<file path="src/hw/rtl/level_triggered_burst_sequencer_macros.svh">
// assertion helpers used by the sequencer core
// each macro expects clk and rst_n in scope
`ifndef LEVEL_TRIGGERED_BURST_SEQUENCER_MACROS_SVH
`define LEVEL_TRIGGERED_BURST_SEQUENCER_MACROS_SVH

// condition holds at every edge out of reset
`define LBS_ASSERT_ALWAYS(name, cond, msg) \
    name: assert property (@(posedge clk) disable iff (!rst_n) (cond)) \
        else $error(msg);

// consequent holds in the same cycle as the antecedent
`define LBS_ASSERT_IMPLIES(name, ante, cons, msg) \
    name: assert property (@(posedge clk) disable iff (!rst_n) (ante) |-> (cons)) \
        else $error(msg);

// consequent holds in the cycle after the antecedent
`define LBS_ASSERT_NEXT(name, ante, cons, msg) \
    name: assert property (@(posedge clk) disable iff (!rst_n) (ante) |=> (cons)) \
        else $error(msg);

`endif

</file>
<file path="src/hw/rtl/lbs_pkg.sv">
package lbs_pkg;

    // default averaging window in samples
    localparam int WINDOW_DEF = 128;

    // configuration port geometry
    localparam int CFG_IDX_W  = 3;
    localparam int CFG_DATA_W = 16;

    // register indexes
    localparam logic [CFG_IDX_W-1:0] REG_LEVEL_THRESHOLD   = 3'd0;
    localparam logic [CFG_IDX_W-1:0] REG_LONG_BURST_TICKS  = 3'd1;
    localparam logic [CFG_IDX_W-1:0] REG_SHORT_BURST_TICKS = 3'd2;
    localparam logic [CFG_IDX_W-1:0] REG_TAIL_TICKS        = 3'd3;
    localparam logic [CFG_IDX_W-1:0] REG_HOLDOFF_TICKS     = 3'd4;

    // register reset values
    localparam logic [7:0]  LEVEL_THRESHOLD_RST   = 8'd64;
    localparam logic [15:0] LONG_BURST_TICKS_RST  = 16'd5000;
    localparam logic [15:0] SHORT_BURST_TICKS_RST = 16'd2000;
    localparam logic [15:0] TAIL_TICKS_RST        = 16'd500;
    localparam logic [15:0] HOLDOFF_TICKS_RST     = 16'd5000;

    typedef enum logic [1:0] {
        PH_IDLE  = 2'd0,
        PH_BURST = 2'd1,
        PH_TAIL  = 2'd2,
        PH_HOLD  = 2'd3
    } phase_t;

    typedef struct packed {
        logic [7:0]  level_threshold;
        logic [15:0] long_burst_ticks;
        logic [15:0] short_burst_ticks;
        logic [15:0] tail_ticks;
        logic [15:0] holdoff_ticks;
    } cfg_t;

    typedef struct packed {
        logic       mode;
        logic [7:0] sample;
        logic       manual_trigger;
        logic       inhibit;
        logic       short_select;
    } item_t;

    typedef struct packed {
        logic       led_on;
        logic       generator_on;
        logic [1:0] phase;
        logic       window_checked;
    } result_t;

endpackage

</file>
<file path="src/hw/rtl/lbs_cfg.sv">
module lbs_cfg
(
    input  logic                             clk,
    input  logic                             rst_n,
    input  logic                             cfg_we,
    input  logic [lbs_pkg::CFG_IDX_W-1:0]    cfg_index,
    input  logic [lbs_pkg::CFG_DATA_W-1:0]   cfg_data,
    output lbs_pkg::cfg_t                    cfg
);

    lbs_pkg::cfg_t cfg_reg;
    lbs_pkg::cfg_t cfg_next;

    // decode of a register write
    always_comb
    begin
        cfg_next = cfg_reg;
        if (cfg_we)
        begin
            case (cfg_index)
                lbs_pkg::REG_LEVEL_THRESHOLD:   cfg_next.level_threshold   = cfg_data[7:0];
                lbs_pkg::REG_LONG_BURST_TICKS:  cfg_next.long_burst_ticks  = cfg_data;
                lbs_pkg::REG_SHORT_BURST_TICKS: cfg_next.short_burst_ticks = cfg_data;
                lbs_pkg::REG_TAIL_TICKS:        cfg_next.tail_ticks        = cfg_data;
                lbs_pkg::REG_HOLDOFF_TICKS:     cfg_next.holdoff_ticks     = cfg_data;
                default:                        cfg_next = cfg_reg;
            endcase
        end
    end

    // register bank
    always_ff @(posedge clk or negedge rst_n)
    begin
        if (!rst_n)
        begin
            cfg_reg.level_threshold   <= lbs_pkg::LEVEL_THRESHOLD_RST;
            cfg_reg.long_burst_ticks  <= lbs_pkg::LONG_BURST_TICKS_RST;
            cfg_reg.short_burst_ticks <= lbs_pkg::SHORT_BURST_TICKS_RST;
            cfg_reg.tail_ticks        <= lbs_pkg::TAIL_TICKS_RST;
            cfg_reg.holdoff_ticks     <= lbs_pkg::HOLDOFF_TICKS_RST;
        end
        else
        begin
            cfg_reg <= cfg_next;
        end
    end

    assign cfg = cfg_reg;

endmodule

</file>
<file path="src/hw/rtl/lbs_core.sv">
`include "level_triggered_burst_sequencer_macros.svh"

module lbs_core
#(
    parameter int WINDOW = lbs_pkg::WINDOW_DEF
)
(
    input  logic              clk,
    input  logic              rst_n,
    input  logic              step,
    input  lbs_pkg::item_t    item,
    input  lbs_pkg::cfg_t     cfg,
    output lbs_pkg::result_t  res
);

    localparam int SUM_W = $clog2(255 * WINDOW + 1);
    localparam int CNT_W = $clog2(WINDOW + 1);

    logic [SUM_W-1:0]  sum_reg;
    logic [SUM_W-1:0]  sum_next;
    logic [CNT_W-1:0]  count_reg;
    logic [CNT_W-1:0]  count_next;
    lbs_pkg::phase_t   phase_reg;
    lbs_pkg::phase_t   phase_next;
    logic [15:0]       ticks_reg;
    logic [15:0]       ticks_next;

    logic [SUM_W-1:0]  sum_acc;
    logic [CNT_W-1:0]  count_acc;
    logic [SUM_W-1:0]  loud_limit;
    logic              checked;

    // running sum and count including this beat's sample when mode is low
    assign sum_acc    = item.mode ? sum_reg : sum_reg + SUM_W'(item.sample);
    assign count_acc  = item.mode ? count_reg : count_reg + CNT_W'(1);
    assign loud_limit = SUM_W'(cfg.level_threshold) * SUM_W'(WINDOW);

    // window check and burst sequencing
    always_comb
    begin
        sum_next   = sum_reg;
        count_next = count_reg;
        phase_next = phase_reg;
        ticks_next = ticks_reg;
        checked    = 1'b0;
        if (phase_reg == lbs_pkg::PH_IDLE)
        begin
            sum_next   = sum_acc;
            count_next = count_acc;
            if (count_acc >= CNT_W'(WINDOW) || item.manual_trigger)
            begin
                checked = 1'b1;
                if ((sum_acc > loud_limit || item.manual_trigger) && !item.inhibit)
                begin
                    phase_next = lbs_pkg::PH_BURST;
                    ticks_next = item.short_select ? cfg.short_burst_ticks
                                                   : cfg.long_burst_ticks;
                end
                sum_next   = '0;
                count_next = '0;
            end
        end
        else if (item.mode)
        begin
            if (ticks_reg > 16'd1)
            begin
                ticks_next = ticks_reg - 16'd1;
            end
            else
            begin
                case (phase_reg)
                    lbs_pkg::PH_BURST:
                    begin
                        phase_next = lbs_pkg::PH_TAIL;
                        ticks_next = cfg.tail_ticks;
                    end
                    lbs_pkg::PH_TAIL:
                    begin
                        phase_next = lbs_pkg::PH_HOLD;
                        ticks_next = cfg.holdoff_ticks;
                    end
                    default:
                    begin
                        phase_next = lbs_pkg::PH_IDLE;
                        ticks_next = '0;
                    end
                endcase
            end
        end
    end

    // state registers, advanced once per beat
    always_ff @(posedge clk or negedge rst_n)
    begin
        if (!rst_n)
        begin
            sum_reg   <= '0;
            count_reg <= '0;
            phase_reg <= lbs_pkg::PH_IDLE;
            ticks_reg <= '0;
        end
        else if (step)
        begin
            sum_reg   <= sum_next;
            count_reg <= count_next;
            phase_reg <= phase_next;
            ticks_reg <= ticks_next;
        end
    end

    // result describes the state after this beat
    always_comb
    begin
        res.led_on         = (phase_next == lbs_pkg::PH_BURST) ||
                             (phase_next == lbs_pkg::PH_TAIL);
        res.generator_on   = (phase_next == lbs_pkg::PH_BURST);
        res.phase          = phase_next;
        res.window_checked = checked;
    end

    `LBS_ASSERT_IMPLIES(a_quiet_when_busy, phase_reg != lbs_pkg::PH_IDLE, sum_reg == '0 && count_reg == '0, "sum or count not clear during a sequence")
    `LBS_ASSERT_ALWAYS(a_count_below_window, count_reg < CNT_W'(WINDOW), "sample count reached a full window without a check")
    `LBS_ASSERT_IMPLIES(a_start_needs_check, step && phase_reg == lbs_pkg::PH_IDLE && phase_next != lbs_pkg::PH_IDLE, checked, "sequence started without a check")
    `LBS_ASSERT_NEXT(a_burst_entry, step && phase_reg == lbs_pkg::PH_IDLE && phase_next == lbs_pkg::PH_BURST, phase_reg == lbs_pkg::PH_BURST, "burst phase not entered after a start")

endmodule

</file>
<file path="src/hw/rtl/level_triggered_burst_sequencer.sv">
// a beat waits in the input register until the output slot frees, then its result is registered
// throughput: one beat per cycle if out_stall is low; state and result take one registered pass
// input stall rises only when both the input and output registers hold beats and out_stall is high
// reset (rst_n, asynchronous, active low): configuration registers take their default values,
// sum and count clear, phase idle, both pipeline registers empty
module level_triggered_burst_sequencer
#(
    parameter int WINDOW = lbs_pkg::WINDOW_DEF
)
(
    input  logic                            clk,
    input  logic                            rst_n,
    // configuration write port
    input  logic                            cfg_we,
    input  logic [lbs_pkg::CFG_IDX_W-1:0]   cfg_index,
    input  logic [lbs_pkg::CFG_DATA_W-1:0]  cfg_data,
    // input channel
    input  logic                            in_valid,
    output logic                            in_stall,
    input  logic                            mode,
    input  logic [7:0]                      sample,
    input  logic                            manual_trigger,
    input  logic                            inhibit,
    input  logic                            short_select,
    // output channel
    output logic                            out_valid,
    input  logic                            out_stall,
    output logic                            led_on,
    output logic                            generator_on,
    output logic [1:0]                      phase,
    output logic                            window_checked
);

    lbs_pkg::cfg_t     cfg;
    lbs_pkg::item_t    item_reg;
    logic              in_valid_reg;
    lbs_pkg::result_t  res;
    lbs_pkg::result_t  res_reg;
    logic              out_valid_reg;
    logic              advance;

    // beat moves from input to output register when the output slot is free
    assign advance  = in_valid_reg && (!out_valid_reg || !out_stall);
    assign in_stall = in_valid_reg && !advance;

    lbs_cfg u_cfg
    (
        .clk       (clk),
        .rst_n     (rst_n),
        .cfg_we    (cfg_we),
        .cfg_index (cfg_index),
        .cfg_data  (cfg_data),
        .cfg       (cfg)
    );

    // input register
    always_ff @(posedge clk or negedge rst_n)
    begin
        if (!rst_n)
        begin
            in_valid_reg <= 1'b0;
        end
        else if (!in_stall)
        begin
            in_valid_reg <= in_valid;
        end
    end

    always_ff @(posedge clk)
    begin
        if (in_valid && !in_stall)
        begin
            item_reg.mode           <= mode;
            item_reg.sample         <= sample;
            item_reg.manual_trigger <= manual_trigger;
            item_reg.inhibit        <= inhibit;
            item_reg.short_select   <= short_select;
        end
    end

    lbs_core #(
        .WINDOW (WINDOW)
    ) u_core
    (
        .clk   (clk),
        .rst_n (rst_n),
        .step  (advance),
        .item  (item_reg),
        .cfg   (cfg),
        .res   (res)
    );

    // result register
    always_ff @(posedge clk or negedge rst_n)
    begin
        if (!rst_n)
        begin
            out_valid_reg <= 1'b0;
        end
        else if (advance)
        begin
            out_valid_reg <= 1'b1;
        end
        else if (!out_stall)
        begin
            out_valid_reg <= 1'b0;
        end
    end

    always_ff @(posedge clk)
    begin
        if (advance)
        begin
            res_reg <= res;
        end
    end

    assign out_valid      = out_valid_reg;
    assign led_on         = res_reg.led_on;
    assign generator_on   = res_reg.generator_on;
    assign phase          = res_reg.phase;
    assign window_checked = res_reg.window_checked;

endmodule

</file>
<file path="config.mk">
export PLATFORM = sky130hd
export DESIGN_NAME = level_triggered_burst_sequencer
export DESIGN_NICKNAME = d
export VERILOG_FILES = /design/src/hw/rtl/lbs_pkg.sv /design/src/hw/rtl/lbs_cfg.sv /design/src/hw/rtl/lbs_core.sv /design/src/hw/rtl/level_triggered_burst_sequencer.sv
export VERILOG_INCLUDE_DIRS = /design/src /design/src/hw/rtl
export SDC_FILE = /design/constraint.sdc
export NUM_CORES = 1
export LEC_CHECK = 0
export BUFFER_PORTS_ARGS = -buffer_cell sky130_fd_sc_hd__buf_4
export CORE_AREA = 2 2 107 109
export CTS_CLUSTER_SIZE = 40
export DETAILED_ROUTE_END_ITERATION = 16
export DIE_AREA = 0 0 109 111
export PLACE_DENSITY = 0.95
export RECOVER_POWER = 100
export SLEW_MARGIN = 25
export SYNTH_ARGS = -nofsm -noshare
export SYNTH_HDL_FRONTEND = slang
export SYNTH_SLANG_ARGS = --single-unit
</file>
<file path="constraint.sdc">
create_clock -name clk -period 8.7 [get_ports clk]
set_input_delay 1.305 -clock clk [delete_from_list [all_inputs] [get_ports clk]]
set_output_delay 1.305 -clock clk [all_outputs]
set_load 0.03 [all_outputs]
</file>
==> impl_metrics.json <==
{
  "status": "finished, violations left",
  "failed_checks": "max-capacitance violations, max-slew violations",
  "ioPinCount": 43,
  "final-setup-viol-count": 0,
  "cpMaxStageDelayCell": "a211oi_1",
  "numClockSinks": 132,
  "crit_family": "compound AO/OA/AOI/OAI gates",
  "root_buffer": "clkbuf_16",
  "dieWidth_um": 109,
  "synthCells": 622,
  "fin_crit_sh_pct": 58.77,
  "area_growth_syn_to_layout_pct": 13.80,
  "worst-path-max-fanout": 6,
  "cp_data_required_time_ns": 8.88,
  "cts-resized-gates": 0,
  "cts_tree": "built",
  "nets": 719,
  "fin_tns_setup_ns": 0,
  "dp_hpwl_um": 10750,
  "dieArea_um2": 12100,
  "vias_per_cell": 6.699,
  "wl_per_cell_um": 21.07,
  "total_power_mw": 1.968,
  "port_buffers": 42,
  "hp-start": "u_cfg.cfg[54]",
  "maxCapViolations": 2,
  "setup_slack_ns": 3.587,
  "holdPathEnd": "u_cfg.cfg[54]",
  "cp_num_buf_inv": 1,
  "power.leakage_nw": 3.407,
  "synth_edf_count": 17,
  "clkTransAtPathRegs_ns": 0.06,
  "cts_max_path_buffers": 2,
  "critPathKind": "flip-flop to flip-flop",
  "hold_buffers": 0,
  "synth_flop_cell": "dfrtp_1",
  "grt_pass1_wl_um": 28040,
  "cp-start-kind": "flip-flop",
  "clock_skew_ns": 0.008508,
  "drt-pass1-iter-count": 6,
  "r2r-start": "u_core.sum_reg[0]",
  "crit_path_cell_trace": "ha_1, fa_1, a211oi_2, o21ai_0, a21o_1, a21o_1, and3_1, xor2_1, ha_1, nand4_1, nor2_1, nor4bb_1, nand4_1, and3_1, a211oi_1, a22oi_1, ha_1, inv_1",
  "cts_setup_buffers": 0,
  "wl_met3_um": 1093,
  "r2r_end": "led_on",
  "place_ws_ns": 4.062,
  "rsz0062_at_grt": "false",
  "ff2ff_setup_slack_ns": 3.59,
  "whs_path_depth": 1,
  "max_slew.worst_pin.slew_ns": 2.958,
  "ant_nets": 0,
  "r2r_cells": 18,
  "die_height_um": 111,
  "async_flop_share_pct": 87.12,
  "num_vias": 5460,
  "clock.fmax_ghz": 0.1956,
  "insertedDiodeCount": 0,
  "maxUsedRoutingLayer": "met4",
  "syn_area_per_cell_um2": 11.30,
  "largest_register_ffs": 72,
  "totalWireLength_um": 17170,
  "power_density_nw_per_um2": 246.0,
  "numCtsBuffers": 17,
  "start_util_pct": 63.45,
  "wl_met2_um": 8561,
  "final_util_pct": 72.20,
  "design.core.area_um2": 11080,
  "rows": 39,
  "grt_pass1_vias": 5559,
  "drv_slew": 71,
  "h-tree-depth": 4,
  "clk_latency_ns": 0.43,
  "drive_above_1_share_pct": 25.74,
  "gp_routability_congestion": 0.9155,
  "finalHoldViolations": 0,
  "synthesis.nets": 682,
  "synth_seq_cells": 132,
  "grt_overflow_total": 0,
  "drc": 0,
  "met1_length_um": 6963,
  "cp_data_arrival_time_ns": 5.30,
  "worst_path_most_repeated_cell": "ha_1",
  "relSlewSlack_pct": -97.23,
  "hp-class": "flip-flop to flip-flop",
  "netlist-cell-type-count": 67,
  "ys_warn_count": 0,
  "grt_use_total_pct": 30.11,
  "grt_start_max_net_pins": 64,
  "cp-startpoint": "u_core.sum_reg[0]",
  "syn_area_um2": 7028,
  "antenna_found_initial": 0,
  "yosysSeqAreaShare_pct": 48.62,
  "slowest_delay_ns": 0.59,
  "endpoint_kind": "flip-flop",
  "period_needed_ns": 5.113,
  "vdd_ir_drop_max_uv": 192.0,
  "detail_route.iter0.violations": 520
}
## worst reg2reg max path: cells and delay by family, from the launching register on
family,cells,cell delay [ns]
DFF,1,0.41
buffers and inverters,1,0.04
adders and majority gates,4,1.31
xor gates and xnor gates,1,0.16
AOI/OAI and AO/OA,6,1.74
and+or+nand+nor,6,1.20
## how the worst max path moves through the flow
stage          cells past startpoint  slack (ns)  endpoint
6_report                          18        3.59    led_on
5_1_grt                           18        3.34    led_on
4_1_cts                           18        3.98    led_on
3_5_place_dp                      18        4.06    led_on
3_3_place_gp                      18        4.33    led_on
2_1_floorplan                     18        4.60    led_on
## metrics by stage
| step | hold WS [ns] | instances | instance area [um2] |
|---|---|---|---|
| 6_report | 0.5036 | 815 | 7998 |
| 5_1_grt | 0.5276 | 815 | 7998 |
| 4_1_cts | 0.5019 | 814 | 8070 |
| 3_5_place_dp | 0.4916 | 782 | 7435 |
| 3_3_place_gp | 0.4830 | 782 | 7435 |
| 2_1_floorplan | 0.4509 | 622 | 7028 |
## layer usage
layer	GRT usage [%]	vias to the layer above
met2	48.82	277
li1	-	2391
met4	12.99	0
met3	6.349	57
met5	0	-
met1	38.82	2735
## report_power, final
group          internal [mW]  leakage [nW]  total, mW  switching (mW)
Combinational          0.180          1.55      0.358           0.179
Clock                  0.479         0.311      0.762           0.283
Sequential             0.752          1.54      0.847          0.0949
Total                   1.41          3.41       1.97           0.557
## cells in the mapped netlist, drive strengths merged (5+ instances only)
library cell  instances  share of area (%)
nor2                 37                2.0
clkbuf               21                1.1
a311oi                7               0.87
buf                   9               0.77
mux2                 80                 13
a21oi                23                1.6
dfrtp                92                 33
nor2b                10               0.89
a21o                  7               0.75
edfxtp               17                7.3
o31ai                 8               0.85
nand4                 5               0.45
o211ai                6               0.64
xnor2                11                1.4
ha                   23                4.1
nand2                39                2.1
xor2                  5               0.62
a22o                 25                3.1
a211oi                7                1.0
nor3                 10                1.1
nand2b                6               0.53
a31oi                 5               0.45
o21ai                32                2.3
mux2i                14                2.0
and3                  7               0.62
inv                  19                1.0
nand3                16                1.1
nor4                  5               0.62
dfstp                23                8.6
## layout make-up
class | count | area, um2
sequential | 132 | 3417
multi-input combinational | 441 | 3376
fill | 712 | 3079
clock buffer | 19 | 464.2
timing repair buffer | 48 | 319.1
tap | 143 | 178.9
clock inverter | 13 | 171.4
inverter | 19 | 71.32
## kinds of logic (layout without fill, tap and decap cells)
group	count (synthesis)	in the layout	share of synthesized area [%]
AND/OR/NAND/NOR	154	154	11.57
AO/OA/AOI/OAI	153	153	15.45
flip-flops	132	132	48.62
multiplexers	94	94	15.08
buffers and inverters	49	99	2.902
adder cells (fa/ha/maj)	24	24	4.380
XOR/XNOR	16	16	1.994
## cell usage in the layout (no fill, tap or decap), drive strengths merged, types with 11 or more instances in the layout
master / netlist / routed
o21ai: 32 / 32
mux2i: 14 / 14
edfxtp: 17 / 17
a21oi: 23 / 23
nand2: 39 / 39
ha: 23 / 23
mux2: 80 / 80
nor2: 37 / 37
nand3: 16 / 16
xnor2: 11 / 11
inv: 19 / 21
clkbuf: 21 / 44
dfrtp: 92 / 92
dfstp: 23 / 23
buf: 9 / 23
a22o: 25 / 25
(Power assumes the default switching activity.)
